`src/fjrs_pkg.sv`:
```
// ----------------------------------------------------------------------------
// fjrs_pkg
// Shared types and constants for the feeder jam recovery sequencer.
// ----------------------------------------------------------------------------
package fjrs_pkg;

  localparam int unsigned EncoderCountsDefault = 8192;
  localparam int unsigned StallMax             = 32767;
  localparam int unsigned CfgIdxW              = 3;
  localparam int unsigned CfgDataW             = 19;

  localparam logic [CfgIdxW-1:0] RegStallSpeed  = 3'd0;
  localparam logic [CfgIdxW-1:0] RegStallTicks  = 3'd1;
  localparam logic [CfgIdxW-1:0] RegFeedReverse = 3'd2;
  localparam logic [CfgIdxW-1:0] RegShotAngle   = 3'd3;
  localparam logic [CfgIdxW-1:0] RegMagazine    = 3'd4;

  localparam logic [1:0] ModeDisabled  = 2'd0;
  localparam logic [1:0] ModeCeaseFire = 2'd1;
  localparam logic [1:0] ModeFiring    = 2'd2;
  // The spare mode code behaves as firing.
  localparam logic [1:0] ModeReserved  = 2'd3;

  typedef struct packed {
    logic [1:0]         attack_mode;
    logic [12:0]        raw_angle;
    logic signed [15:0] motor_speed;
    logic [7:0]         new_shots;
  } in_item_t;

  typedef struct packed {
    logic signed [31:0] aim_angle;
    logic signed [31:0] total_angle;
    logic               drive_enable;
    logic               jam_active;
    logic               shot_done;
    logic [15:0]        fired_count;
    logic [15:0]        remaining_count;
  } out_item_t;

  // Controller to datapath commands.
  typedef struct packed {
    logic load;   // latch input and run stage one
    logic div;    // one divider step
    logic fin;    // commit the tick
  } cmd_t;

  // Datapath to controller status.
  typedef struct packed {
    logic need_div;
    logic div_last;
  } sts_t;

  typedef enum logic [4:0] {
    StIdle = 5'b00001,
    StPre  = 5'b00010,
    StDiv  = 5'b00100,
    StFin  = 5'b01000,
    StOut  = 5'b10000
  } state_e;

endpackage

```
`src/fjrs_ctrl.sv`:
```
// ----------------------------------------------------------------------------
// fjrs_ctrl
// Sequencer for one tick: load, optional divide, commit, present result.
// ----------------------------------------------------------------------------
module fjrs_ctrl (
  input  logic           clk_i,
  input  logic           rst_ni,
  input  logic           in_valid_i,
  output logic           in_ready_o,
  output logic           out_valid_o,
  input  logic           out_ready_i,
  input  fjrs_pkg::sts_t sts_i,
  output fjrs_pkg::cmd_t cmd_o
);

  fjrs_pkg::state_e state_q, state_d;

  // Output is held in a register, so a new beat can be taken as it waits.
  logic out_valid_q, out_valid_d;
  logic take;

  assign take       = in_valid_i && in_ready_o;
  assign in_ready_o = (state_q == fjrs_pkg::StIdle);

  // Next state.
  always_comb begin
    state_d = state_q;
    cmd_o   = '0;
    case (state_q)
      fjrs_pkg::StIdle: begin
        if (take) begin
          cmd_o.load = 1'b1;
          state_d    = fjrs_pkg::StPre;
        end
      end
      fjrs_pkg::StPre: begin
        state_d = sts_i.need_div ? fjrs_pkg::StDiv : fjrs_pkg::StFin;
      end
      fjrs_pkg::StDiv: begin
        cmd_o.div = 1'b1;
        if (sts_i.div_last) state_d = fjrs_pkg::StFin;
      end
      fjrs_pkg::StFin: begin
        if (!out_valid_q || out_ready_i) begin
          cmd_o.fin = 1'b1;
          state_d   = fjrs_pkg::StIdle;
        end
      end
      fjrs_pkg::StOut: state_d = fjrs_pkg::StIdle;
      default:         state_d = fjrs_pkg::StIdle;
    endcase
  end

  // Output valid flag.
  always_comb begin
    out_valid_d = out_valid_q;
    if (out_valid_q && out_ready_i) out_valid_d = 1'b0;
    if (cmd_o.fin) out_valid_d = 1'b1;
  end

  assign out_valid_o = out_valid_q;

  always_ff @(posedge clk_i or negedge rst_ni) begin
    if (!rst_ni) begin
      state_q     <= fjrs_pkg::StIdle;
      out_valid_q <= 1'b0;
    end else begin
      state_q     <= state_d;
      out_valid_q <= out_valid_d;
    end
  end

endmodule

```
`src/fjrs_dp.sv`:
```
// ----------------------------------------------------------------------------
// fjrs_dp
// Angle tracking, feed, shot counting and jam recovery datapath.
// ----------------------------------------------------------------------------
module fjrs_dp #(
  parameter int unsigned EncoderCounts = fjrs_pkg::EncoderCountsDefault
) (
  input  logic                              clk_i,
  input  logic                              rst_ni,
  input  logic                              cfg_we_i,
  input  logic [fjrs_pkg::CfgIdxW-1:0]      cfg_idx_i,
  input  logic [fjrs_pkg::CfgDataW-1:0]     cfg_data_i,
  input  fjrs_pkg::in_item_t                in_data_i,
  input  fjrs_pkg::cmd_t                    cmd_i,
  output fjrs_pkg::sts_t                    sts_o,
  output fjrs_pkg::out_item_t               out_data_o
);

  localparam int unsigned EncW       = $clog2(EncoderCounts);
  localparam int unsigned WrapThresh = (EncoderCounts * 6000) / 8192;
  localparam logic signed [17:0] WrapS = 18'(WrapThresh);

  // Configuration registers.
  logic [14:0] stall_speed_q;
  logic [9:0]  stall_ticks_q;
  logic        feed_reverse_q;
  logic [18:0] shot_angle_q;
  logic [15:0] magazine_q;

  always_ff @(posedge clk_i or negedge rst_ni) begin
    if (!rst_ni) begin
      stall_speed_q  <= 15'd1300;
      stall_ticks_q  <= 10'd35;
      feed_reverse_q <= 1'b0;
      shot_angle_q   <= 19'd36864;
      magazine_q     <= 16'd500;
    end else if (cfg_we_i) begin
      case (cfg_idx_i)
        fjrs_pkg::RegStallSpeed:  stall_speed_q  <= cfg_data_i[14:0];
        fjrs_pkg::RegStallTicks:  stall_ticks_q  <= cfg_data_i[9:0];
        fjrs_pkg::RegFeedReverse: feed_reverse_q <= cfg_data_i[0];
        fjrs_pkg::RegShotAngle:   shot_angle_q   <= cfg_data_i;
        fjrs_pkg::RegMagazine:    magazine_q     <= cfg_data_i[15:0];
        default: ;
      endcase
    end
  end

  // Tick state.
  logic [12:0]        last_raw_q;
  logic [31:0]        turn_q;
  logic [7:0]         pend_q;
  logic               started_q;
  logic [31:0]        feed_tgt_q;
  logic [15:0]        fired_q;
  logic [15:0]        remain_q;
  logic               jam_q;
  logic signed [16:0] stall_q;
  logic               rock_q;
  logic [31:0]        rec_q;

  // Latched beat and stage-one results.
  fjrs_pkg::in_item_t in_q;
  logic [7:0]         pend1_q;
  logic [31:0]        turn1_q;
  logic               recov_q;
  logic [31:0]        delta_q;
  logic [31:0]        dshot_q;
  logic               stalled_q;
  logic signed [16:0] stall1_q;

  // Divider: quotient parity of stall1 / divisor, restoring, 15 bits.
  logic [14:0] dq_q;
  logic [10:0] drem_q;
  logic [3:0]  dcnt_q;

  logic [31:0] delta_c;
  logic [16:0] spd_abs;
  logic signed [13:0] rdiff;
  logic [31:0] turn_c;
  logic [7:0]  pend_c;
  logic signed [16:0] st_inc;

  assign delta_c = feed_reverse_q ? (32'd0 - {13'd0, shot_angle_q}) : {13'd0, shot_angle_q};
  assign spd_abs = in_data_i.motor_speed[15] ? (17'd0 - {1'b1, in_data_i.motor_speed})
                                             : {1'b0, in_data_i.motor_speed};
  assign rdiff   = $signed({1'b0, in_data_i.raw_angle}) - $signed({1'b0, last_raw_q});
  always_comb begin
    turn_c = turn_q;
    if (rdiff < -$signed({1'b0, WrapS})) turn_c = turn_c + 32'd1;
    if (rdiff >  $signed({1'b0, WrapS})) turn_c = turn_c - 32'd1;
  end
  assign pend_c = (in_data_i.new_shots != 8'd0) ? in_data_i.new_shots : pend_q;
  assign st_inc = (stall_q < 17'sd32767) ? stall_q + 17'sd1 : stall_q;

  logic fire_mode, recov_c, stalled_c;
  assign fire_mode = (in_data_i.attack_mode != fjrs_pkg::ModeDisabled) &&
                     (in_data_i.attack_mode != fjrs_pkg::ModeCeaseFire);
  assign recov_c   = fire_mode && jam_q && (stall_q > $signed({7'd0, stall_ticks_q}));
  assign stalled_c = spd_abs < {2'd0, stall_speed_q};

  // Divider trial subtraction.
  logic [9:0]  dvsr;
  logic [10:0] dtrial;
  logic        dsub_ok;
  assign dvsr    = (stall_ticks_q == 10'd0) ? 10'd1 : stall_ticks_q;
  assign dtrial  = {drem_q[9:0], dq_q[14]};
  assign dsub_ok = dtrial >= {1'b0, dvsr};

  // Stage one.
  always_ff @(posedge clk_i) begin
    if (cmd_i.load) begin
      in_q      <= in_data_i;
      pend1_q   <= pend_c;
      turn1_q   <= turn_c;
      recov_q   <= recov_c;
      delta_q   <= delta_c;
      dshot_q   <= delta_c * {24'd0, pend_c};
      stalled_q <= stalled_c;
      stall1_q  <= (recov_c && stalled_c) ? st_inc : stall_q;
      dq_q      <= st_inc[14:0];
      drem_q    <= '0;
      dcnt_q    <= '0;
    end else if (cmd_i.div) begin
      dq_q   <= {dq_q[13:0], dsub_ok};
      drem_q <= dsub_ok ? dtrial - {1'b0, dvsr} : dtrial;
      dcnt_q <= dcnt_q + 4'd1;
    end
  end

  assign sts_o.need_div = recov_q && stalled_q;
  assign sts_o.div_last = dcnt_q == 4'd14;

  // Commit logic.
  logic [31:0] tot_c, tot_r, rec_n, ftgt_n, turn_n, ftgt_c, dist_r, dist_f, tgt_n;
  logic [12:0] lraw_n;
  logic [7:0]  pend_n;
  logic [15:0] fired_n, rem_n;
  logic        start_n, jam_n, rock_n, done_n, hold, qpar;
  logic signed [16:0] stall_n;
  logic signed [16:0] remi;

  function automatic logic [31:0] absdiff(input logic [31:0] a, input logic [31:0] b);
    logic [32:0] d;
    d = {a[31], a} - {b[31], b};
    absdiff = d[32] ? 32'(33'd0 - d) : d[31:0];
  endfunction

  always_comb begin
    lraw_n  = in_q.raw_angle;
    turn_n  = turn1_q;
    pend_n  = pend1_q;
    start_n = started_q;
    ftgt_n  = feed_tgt_q;
    fired_n = fired_q;
    rem_n   = remain_q;
    jam_n   = jam_q;
    stall_n = stall1_q;
    rock_n  = rock_q;
    rec_n   = rec_q;
    done_n  = 1'b0;
    hold    = 1'b0;
    qpar    = dq_q[0];
    tot_r   = 32'({19'd0, lraw_n}) + turn_n * 32'(EncoderCounts);
    dist_r  = '0;
    dist_f  = '0;
    ftgt_c  = '0;
    tot_c   = '0;
    remi    = '0;
    if (in_q.attack_mode == fjrs_pkg::ModeDisabled ||
        in_q.attack_mode == fjrs_pkg::ModeCeaseFire) begin
      pend_n = '0; start_n = 1'b0; jam_n = 1'b0; stall_n = '0; rec_n = '0;
    end else begin
      if (recov_q) begin
        if (stalled_q) begin
          if (!qpar && rock_n) begin
            rock_n = 1'b0; rec_n = rec_n - {delta_q[29:0], 2'b00};
          end else if (qpar && !rock_n) begin
            rock_n = 1'b1; rec_n = rec_n + {delta_q[29:0], 2'b00};
          end
        end
        dist_r = absdiff(tot_r, rec_n);
        if (dist_r <= {13'd0, shot_angle_q}) begin
          jam_n = 1'b0; stall_n = '0; rec_n = '0;
        end else hold = 1'b1;
      end
      if (!hold) begin
        if (pend_n != 8'd0) begin
          tot_c = tot_r;
          if (!start_n) begin
            turn_n = ($signed({1'b0, in_q.raw_angle}) > $signed({1'b0, WrapS})) ? '1 : '0;
            tot_c  = 32'({19'd0, lraw_n}) + turn_n * 32'(EncoderCounts);
            ftgt_n = tot_c + dshot_q;
            start_n = 1'b1;
          end
          ftgt_c = ftgt_n;
          dist_f = absdiff(tot_c, ftgt_c);
          if (dist_f <= {16'd0, shot_angle_q[18:3]}) begin
            fired_n = fired_n + {8'd0, pend_n};
            remi    = $signed({1'b0, magazine_q}) - $signed({1'b0, fired_n});
            rem_n   = remi[16] ? 16'd0 : remi[15:0];
            pend_n  = '0; start_n = 1'b0; done_n = 1'b1;
            jam_n = 1'b0; stall_n = '0; rec_n = '0;
          end
          if (stalled_q) begin
            stall_n = (stall_n < 17'sd32767) ? stall_n + 17'sd1 : stall_n;
            if (stall_n > $signed({7'd0, stall_ticks_q})) begin
              rec_n = tot_c + {delta_q[30:0], 1'b0}; rock_n = 1'b1; jam_n = 1'b1;
            end
          end else begin
            stall_n = (stall_n > 17'sd0) ? stall_n - 17'sd10 : 17'sd0;
          end
        end else begin
          ftgt_n = tot_r;
        end
      end
    end
    tgt_n = hold ? rec_n : ftgt_n;
  end

  // Committed state.
  always_ff @(posedge clk_i or negedge rst_ni) begin
    if (!rst_ni) begin
      last_raw_q <= '0; turn_q <= '0; pend_q <= '0; started_q <= 1'b0;
      feed_tgt_q <= '0; fired_q <= '0; remain_q <= '0; jam_q <= 1'b0;
      stall_q <= '0; rock_q <= 1'b0; rec_q <= '0;
    end else if (cmd_i.fin) begin
      last_raw_q <= lraw_n; turn_q <= turn_n; pend_q <= pend_n; started_q <= start_n;
      feed_tgt_q <= ftgt_n; fired_q <= fired_n; remain_q <= rem_n; jam_q <= jam_n;
      stall_q <= stall_n; rock_q <= rock_n; rec_q <= rec_n;
    end
  end

  // Result register.
  always_ff @(posedge clk_i) begin
    if (cmd_i.fin) begin
      out_data_o.aim_angle       <= tgt_n;
      out_data_o.total_angle     <= 32'({19'd0, lraw_n}) + turn_n * 32'(EncoderCounts);
      out_data_o.drive_enable    <= in_q.attack_mode != fjrs_pkg::ModeDisabled;
      out_data_o.jam_active      <= jam_n;
      out_data_o.shot_done       <= done_n;
      out_data_o.fired_count     <= fired_n;
      out_data_o.remaining_count <= rem_n;
    end
  end

  logic unused;
  assign unused = ^{EncW, ftgt_c, tot_c};

endmodule

```
`src/feeder_jam_recovery_sequencer.sv`:
```
// ----------------------------------------------------------------------------
// feeder_jam_recovery_sequencer
// Tracks feeder rotor angle, sequences shot feeds and recovers from jams.
// ----------------------------------------------------------------------------
//  channel | signals                        | beat taken when
//  in      | in_valid_i/in_ready_o/in_data_i | valid and ready high
//  out     | out_valid_o/out_ready_i/out_data_o | valid and ready high
//  cfg     | cfg_we_i/cfg_idx_i/cfg_data_i  | write enable high
//
// A tick runs the load, prepare and commit states; while the jam rocking
// phase runs, the 15-step serial divider for the stall phase parity is added.
// Reset gives the register defaults and clears all tracking state.
// A result waits in the output register; the commit stalls only when that
// register is still full.
module feeder_jam_recovery_sequencer #(
  parameter int unsigned EncoderCounts = fjrs_pkg::EncoderCountsDefault
) (
  input  logic                          clk_i,
  input  logic                          rst_ni,
  input  logic                          cfg_we_i,
  input  logic [fjrs_pkg::CfgIdxW-1:0]  cfg_idx_i,
  input  logic [fjrs_pkg::CfgDataW-1:0] cfg_data_i,
  input  logic                          in_valid_i,
  output logic                          in_ready_o,
  input  fjrs_pkg::in_item_t            in_data_i,
  output logic                          out_valid_o,
  input  logic                          out_ready_i,
  output fjrs_pkg::out_item_t           out_data_o
);

  fjrs_pkg::cmd_t cmd;
  fjrs_pkg::sts_t sts;

  fjrs_ctrl u_ctrl (
    .clk_i, .rst_ni, .in_valid_i, .in_ready_o, .out_valid_o, .out_ready_i,
    .sts_i(sts), .cmd_o(cmd)
  );

  fjrs_dp #(.EncoderCounts(EncoderCounts)) u_dp (
    .clk_i, .rst_ni, .cfg_we_i, .cfg_idx_i, .cfg_data_i, .in_data_i,
    .cmd_i(cmd), .sts_o(sts), .out_data_o
  );

endmodule
```
`config.mk`:
```
export PLATFORM = sky130hd
export DESIGN_NAME = feeder_jam_recovery_sequencer
export DESIGN_NICKNAME = d
export VERILOG_FILES = /design/src/fjrs_pkg.sv /design/src/fjrs_ctrl.sv /design/src/fjrs_dp.sv /design/src/feeder_jam_recovery_sequencer.sv
export SDC_FILE = /design/constraint.sdc
export NUM_CORES = 2
export LEC_CHECK = 0
export BUFFER_PORTS_ARGS = -buffer_cell sky130_fd_sc_hd__buf_2
export CAP_MARGIN = 10
export CORE_ASPECT_RATIO = 2
export CORE_UTILIZATION = 47
export DETAILED_ROUTE_END_ITERATION = 8
export GPL_TIMING_DRIVEN = 0
export PLACE_DENSITY = 0.63
export SYNTH_ARGS = -nofsm -noshare
export SYNTH_HDL_FRONTEND = slang
export SYNTH_SLANG_ARGS = --single-unit
```
`constraint.sdc`:
```
create_clock -name clk_i -period 39 [get_ports clk_i]
set_input_delay 5.85 -clock clk_i [delete_from_list [all_inputs] [get_ports clk_i]]
set_output_delay 5.85 -clock clk_i [all_outputs]
set_load 0.01 [all_outputs]
```
# [Yosys cells after proc, flatten, opt, wreduce, memory -nomap -nowiden]
# Cells that the tools add are included.
[totals] register_bits=501 word_cells=228 input_bits=66 output_inout_bits=101
[classes] bitwise_logic=2 n_lt_le_gt_ge=12 addsub=23 multipliers=1 muxes=105 n_reduce_logical=33 eq_ne=15
[op_table] op="32-bit two-way mux" count=35
[op_table] op="17-bit two-way mux" count=15
[op_table] op="16-bit two-way mux" count=9
[op_table] op="13-bit by 32-bit adder with 32-bit output" count=3
[op_table] op="32-bit adder" count=3
[op_table] op="32-bit by 32-bit subtractor with 33-bit output" count=2
[op_table] op="1-bit by 32-bit subtractor with 32-bit output, first input constant" count=2
[op_table] op="8-bit two-way mux" count=5
[op_table] op="17-bit by 2-bit adder with 17-bit output, second input constant" count=2
[op_table] op="17-bit by 11-bit greater-than comparator with 1-bit output" count=2
[op_table] op="17-bit by 16-bit less-than comparator with 1-bit output, second input constant" count=2
[op_table] op="32-bit by 1-bit adder with 32-bit output, second input constant" count=1
[op_table] op="32-bit by 16-bit less-or-equal comparator with 1-bit output" count=1
[op_table] op="32-bit by 19-bit less-or-equal comparator with 1-bit output" count=1
[op_table] op="32-bit by 8-bit multiplier with 32-bit output" count=1
[op_table] op="1-bit two-way mux" count=32
[op_table] op="32-bit by 1-bit subtractor with 32-bit output, second input constant" count=1
[op_table] op="32-bit subtractor" count=1
[op_table] op="15-bit two-way mux" count=2
[op_table] op="10-bit two-way mux" count=2
[op_table] op="5-bit one-hot mux with 4 select lines" count=1
[op_table] op="1-bit by 19-bit subtractor with 20-bit output, first input constant" count=1
[op_table] op="17-bit by 1-bit greater-than comparator with 1-bit output, second input constant" count=1
[op_table] op="17-bit by 15-bit less-than comparator with 1-bit output" count=1
[op_table] op="other kinds (36)" count=65

# [Depth between registers and ports, before layout]
[logic_depth] depth_word=33 depth_mapped=81 ltp_nobuf=74

# [By module]
# From an unflattened synthesis, not the netlist that was laid out.
[hier_totals] hier_cells=4882 area_unflattened_um2=42711.0
[modules_own_cells] mod="fjrs_dp" cells_each=4856 area_each_um2=42434.4 n_inst=1 seq_area_each_um2=12545.8
[modules_own_cells] mod="fjrs_ctrl" cells_each=26 area_each_um2=276.5 n_inst=1 seq_area_each_um2=126.4

# [Least setup slack after synthesis]
# No wires, ideal clock.
[synth_timing] kind="flip-flop to flip-flop" from="register u_dp.in_q (netlist bit u_dp.lraw_n[1])" to="register u_dp.rec_q[3]" synth_period_minus_slack_ns=13.075 path_buffers=5 slack_ns=25.925 stages_incl_launch_ff=77 setup_time_ns=0.126 arrival_ns=12.948 required_ns=38.874 cell_sequence="edfxtp_1 nor4_1 nor2_1 nor2_1 nor2_1 o21a_1 ha_1 and2_1 a221oi_1 nand2_1 xnor2_1 nand2_1 o21ai_0 ha_1 o2111ai_1 nand2_1 a21o_1 a31oi_1 (+41 left out) o21ai_0 nand2b_1 a21oi_1 nor2b_1 o21ai_0 nand2b_1 a21oi_1 nor2b_1 o32ai_1 nand4b_1 nor3_1 nor2_1 and2_0 clkbuf_1 buf_4 buf_2 a32oi_1 o21ai_1"
[synth_between] elab_chain_cells=24 word_cells_on_any_way=43 classes_between="9 x add/sub; 5 x order compare; 29 x mux"
[synth_lines] element="from (decl)" line="fjrs_dp.sv:63" rtl="fjrs_pkg::in_item_t in_q;"
[synth_lines] element="from (signal assigned)" line="fjrs_dp.sv:113" rtl="in_q <= in_data_i;"
[synth_lines] element="13-bit greater-than comparator" line="fjrs_dp.sv:191" rtl="turn_n = ($signed({1'b0, in_q.raw_angle}) > $signed({1'b0, WrapS})) ? '1 : '0;"
[synth_lines] element="32-bit two-way mux" line="fjrs_dp.sv:191"
[synth_lines] element="13-bit by 32-bit adder with 32-bit output" line="fjrs_dp.sv:192" rtl="tot_c = 32'({19'd0, lraw_n}) + turn_n * 32'(EncoderCounts);"
[synth_lines] element="32-bit adder" line="fjrs_dp.sv:193" rtl="ftgt_n = tot_c + dshot_q;"
[synth_lines] element="32-bit two-way mux" line="fjrs_dp.sv:190" rtl="if (!start_n) begin"
[synth_lines] element="32-bit two-way mux" line="fjrs_dp.sv:188" rtl="if (pend_n != 8'd0) begin"
[synth_lines] element="32-bit two-way mux" line="fjrs_dp.sv:187" rtl="if (!hold) begin"
[synth_lines] element="32-bit two-way mux" line="fjrs_dp.sv:170" rtl="if (in_q.attack_mode == fjrs_pkg::ModeDisabled ||"
[synth_lines] element="(+8 left out)"
[synth_lines] element="17-bit by 2-bit adder with 17-bit output / 17-bit by 16-bit less-than comparator with 1-bit output (equally long branches)" line="fjrs_dp.sv:206" rtl="stall_n = (stall_n < 17'sd32767) ? stall_n + 17'sd1 : stall_n;"
[synth_lines] element="17-bit two-way mux" line="fjrs_dp.sv:206"
[synth_lines] element="17-bit by 11-bit greater-than comparator with 1-bit output" line="fjrs_dp.sv:207" rtl="if (stall_n > $signed({7'd0, stall_ticks_q})) begin"
[synth_lines] element="32-bit two-way mux" line="fjrs_dp.sv:207"
[synth_lines] element="32-bit two-way mux" line="fjrs_dp.sv:205" rtl="if (stalled_q) begin"
[synth_lines] element="32-bit two-way mux" line="fjrs_dp.sv:188"
[synth_lines] element="32-bit two-way mux *" line="fjrs_dp.sv:187"
[synth_lines] element="32-bit two-way mux *" line="fjrs_dp.sv:170"
[synth_lines] element="to (signal assigned)" line="fjrs_dp.sv:230" rtl="stall_q <= stall_n; rock_q <= rock_n; rec_q <= rec_n;"
[synth_lines] element="to (decl)" line="fjrs_dp.sv:60" rtl="logic [31:0] rec_q;"
# Mark *: on every way between the ends. The rest lies on a longest branch, timed or not. The select of a mux whose other input is x is not followed.
# A chain may end at the register's enable or synchronous reset.

# [Worst setup path after layout]
[layout_timing] from="register u_dp.delta_q[1]" to="register, netlist name u_dp.out_data_o[73]"
[layout_between] elab_chain_cells=25 word_cells_on_any_way=37 classes_between="6 x add/sub; 3 x order compare; 28 x mux"
[layout_lines] element="from (decl)" line="fjrs_dp.sv:67" rtl="logic [31:0] delta_q;"
[layout_lines] element="from (signal assigned)" line="fjrs_dp.sv:117" rtl="delta_q <= delta_c;"
[layout_lines] element="32-bit adder" line="fjrs_dp.sv:179" rtl="rock_n = 1'b1; rec_n = rec_n + {delta_q[29:0], 2'b00};"
[layout_lines] element="32-bit two-way mux" line="fjrs_dp.sv:178" rtl="end else if (qpar && !rock_n) begin"
[layout_lines] element="32-bit two-way mux" line="fjrs_dp.sv:176" rtl="if (!qpar && rock_n) begin"
[layout_lines] element="32-bit two-way mux" line="fjrs_dp.sv:175" rtl="if (stalled_q) begin"
[layout_lines] element="32-bit two-way mux" line="fjrs_dp.sv:174" rtl="if (recov_q) begin"
[layout_lines] element="32-bit two-way mux" line="fjrs_dp.sv:170"
[layout_lines] element="32-bit by 32-bit subtractor with 33-bit output" line="fjrs_dp.sv:145" rtl="d = {a[31], a} - {b[31], b};"
[layout_lines] element="1-bit by 32-bit subtractor with 32-bit output" line="fjrs_dp.sv:146" rtl="absdiff = d[32] ? 32'(33'd0 - d) : d[31:0];"
[layout_lines] element="(+10 left out)"
[layout_lines] element="17-bit by 11-bit greater-than comparator with 1-bit output" line="fjrs_dp.sv:207"
[layout_lines] element="32-bit two-way mux" line="fjrs_dp.sv:207"
[layout_lines] element="32-bit two-way mux" line="fjrs_dp.sv:205"
[layout_lines] element="32-bit two-way mux" line="fjrs_dp.sv:188"
[layout_lines] element="32-bit two-way mux" line="fjrs_dp.sv:187"
[layout_lines] element="32-bit two-way mux" line="fjrs_dp.sv:170"
[layout_lines] element="32-bit two-way mux *" line="fjrs_dp.sv:218" rtl="tgt_n = hold ? rec_n : ftgt_n;"
[layout_lines] element="net u_dp.tgt_n[6]" line="fjrs_dp.sv:135" rtl="logic [31:0] tot_c, tot_r, rec_n, ftgt_n, turn_n, ftgt_c, dist_r, dist_f, tgt_n;"
# Mark *: on every way through the listed nets, which the timed path passes. The rest lies on a longest branch. The select of a mux whose other input is x is not followed.

==> results by group <==
GRT
  – Gr usage total: 37.4%
  – Gr ovfl total: 0
  – Initial antenna violation count: 6
  – Global-route wire length before repair: 255000 µm
  – Number of global-route vias before repair: 40067
  – Pin count of the biggest net entering global routing: 100

Worst setup path
  – Setup CP Type: flip-flop to flip-flop
  – Crit path max fanout: 10
  – Reg-to-reg startpoint: u_dp.delta_q[1]
  – Worst R2R End: u_dp.out_data_o[73]
  – Worst Path Required: 39430 ps
  – Max incr delay on CP: 850 ps
  – Startpoint types: flip-flop
  – CP Data Arrival Time: 19380 ps
  – CP Capture Type: flip-flop
  – Slowest CP cell: buf_1
  – R2R setup slack: 20050 ps
  – Worst r2r path cells: 69
  – Crit-path most repeated cell: a21o_1

Final layout
  – Proportion of layout cells with a drive suffix above 1: 8.78%
  – Fill cell count: 8763
  – Synth-to-Final Area Change: 9.53%
  – Seq. cell area: 0.0127 mm²
  – Area of the multi-input gates: 0.0279 mm²
  – Layout Nets: 5749

Synthesis
  – Mapped Cells: 4975
  – Syn_nets: 5525
  – Number of synthesized flops with an enable pin: 227
  – Post-synthesis cell area: 0.0428 mm²
  – Syn Area/Cell: 8.60 µm²
  – Top_reg_cell synth: edfxtp_1
  – Post-synth top area share: 15.9%
  – YS warnings: 0
  – Area leader, netlist: edfxtp_1
  – Yosys reg bits: 463
  – Yosys cell types: 99
  – Register area share after synthesis: 29.6%
  – Area contributors post-synth: edfxtp_1 (16%), dfrtp_1 (12%), ha_1 (10%)
  – Ys async rst share: 47.9%

Clock network
  – Post-CTS setup repair buffer count: 0
  – Worst-path clk slew: 70 ps
  – CTS tree: done
  – Worst-skew pair later-pin latency: 650 ps
  – CTS max path bufs: 3
  – Hold_buf cts: 0
  – H-tree depth: 2
  – Post-CTS sizing: 0
  – CTS sink cnt: 463
  – CTS buffer count: 47
  – Root buf cell: clkbuf_16

Worst hold path
  – Hold path depth: 2
  – Worst Hold Endpoint: u_dp.drem_q[4]
  – Hold Crit Class: flip-flop to flip-flop
  – HP Start: u_dp.drem_q[4]

Routing
  – DRT Wirelength: 174000 µm
  – DR pass1 iterations: 6
  – Initial DRC Count: 3093
  – DRT antenna net count: 0
  – Vias per inst: 6.23
  – Vias: 40033
  – Routed wire length per instance: 27.1 µm
  – Detailed-route DRC error count: 0

Timing
  – Hold Vio Cnt, Final: 0
  – Upper clock frequency limit: 52.8 MHz
  – RSZ-0062 raised after global routing: false
  – Worst Tran Pin Value: 1420 ps
  – Setup TNS: 0 ps
  – Max-Slew Margin vs Limit: 5.16%
  – Final slew viol count: 0
  – Worst Skew: 36.7 ps
  – Min Clock Period, post-route: 18950 ps
  – Period utilization: 48.6%
  – Final setup vio count: 0

Run
  – Max cap viols: 0

Floorplanning
  – FP Rows: 156
  – Num ports: 167
  – Total Die Area: 0.0923 mm²
  – Die H: 429 µm
  – Initial core utilization: 47.4%
  – CORE AREA: 0.0902 mm²
  – Die Width: 215 µm

Outcome
  – Status: complete, no violations

Place
  – I/O Buffers: 165
  – Post-DP HPWL: 137000 µm
  – Placer Congestion: 1.05
## worst max path at each step
stage	startpoint	endpoint	cells past startpoint	slack [ps]
2_1_floorplan	u_dp.lraw_n[1]	u_dp.rec_q[3]	76	25930
3_5_place_dp	u_dp.delta_q[1]	u_dp.rec_q[1]	74	20990
4_1_cts	u_dp.delta_q[1]	u_dp.rec_q[1]	74	20890
3_3_place_gp	u_dp.delta_q[1]	u_dp.rec_q[1]	74	20910
5_1_grt	u_dp.delta_q[1]	u_dp.out_data_o[75]	69	19340
6_report	u_dp.delta_q[1]	u_dp.out_data_o[73]	69	20050
## cells in the mapped netlist, types with 118 or more instances
cell,n
nand2_1,514
nor2_1,476
inv_1,385
o21ai_0,342
ha_1,341
a21oi_1,314
edfxtp_1,227
xnor2_1,208
dfrtp_1,206
clkbuf_1,158
fa_1,143
nand3_1,118
## flip-flops by register name, summed over array words and instances (netlist names), 17 cells and up
signal and cells:
u_dp.rec_q 32, u_dp.stall1_q 17, u_dp.out_data_o 99, u_dp.delta_q 20, u_dp.feed_tgt_q 32, u_dp.turn1_q 19, u_dp.stall_q 17, u_dp.dshot_q 32
u_dp.shot_angle_q 19, u_dp.turn_q 19
## layer usage
metal / up-vias / track usage (%) / part of all wire (%)
met5: - / 0 / 0.040
met4: 10 / 36.5 / 12
met3: 765 / 6.61 / 6.2
met2: 1736 / 65.6 / 49
met1: 19314 / 36.5 / 33
li1: 18208 / - / -
## metrics by stage
step / area, µm² / hold slack, ps / std cells / setup WS, ps / utilization [%]
4_1_cts: 46800 / 490 / 6419 / 20890 / 51.9
5_1_grt: 46900 / 511 / 6422 / 19340 / 52.0
2_1_floorplan: 42800 / 426 / 4975 / 25930 / -
3_3_place_gp: 45100 / 454 / 6325 / 20910 / 50.0
6_report: 46900 / 488 / 6428 / 20050 / 52.0
3_5_place_dp: 45300 / 478 / 6332 / 20990 / 50.2
## cell families after synthesis
family          Yosys count  share of synthesized area, %
buf+inv                 583                          5.22
fa+ha+maj               486                          16.7
xor+xnor                304                          6.22
simple gates           1671                          18.6
mux                     133                          3.38
flops                   463                          29.6
compound gates         1335                          20.3
## critical path, delay by kind of cell (launching register included)
kind                     cells  cell delay [ps]
AO/OA/AOI/OAI               31             8170
AND/OR/NAND/NOR             23             4800
buffers and inverters        7             2220
adder cells (fa/ha/maj)      5             1640
XOR/XNOR                     2              870
flip-flops                   1              630
multiplexers                 1              350
## final cells by class
cell class                      count  share of cell area (%)
Multi-Input combinational cell   3929                    59.5
Antenna cell                        6                  0.0320
Clock inverter                     27                   0.497
Clock buffer                       60                    2.81
Timing Repair Buffer              175                    2.14
Inverter                          391                    3.14
Buffer                            192                    1.64
Tap cell                         1185                    3.16
Sequential cell                   463                    27.0
## cells in the final DEF (no fill, tap or decap), types with 41 or more instances in the layout
cell type and instances:
xor2_1 96, nor3_1 102, nand3_1 118, dfrtp_1 206, a211oi_1 50, or3_1 51, o21a_1 48, clkbuf_16 50
nor2b_1 62, a31oi_1 54, fa_1 143, mux2i_1 41, nor2_1 476, buf_2 170, edfxtp_1 227, clkbuf_1 164
xnor2_1 208, mux2_2 92, a21o_1 85, o21ai_0 341, ha_1 341, nand2_1 514, inv_1 384, nand2b_1 63
a21oi_1 313, nand4_1 51
Power is left out: the tool's default activity adds up to more than one toggle a clock period on the data nets, which glitch-free logic cannot reach.
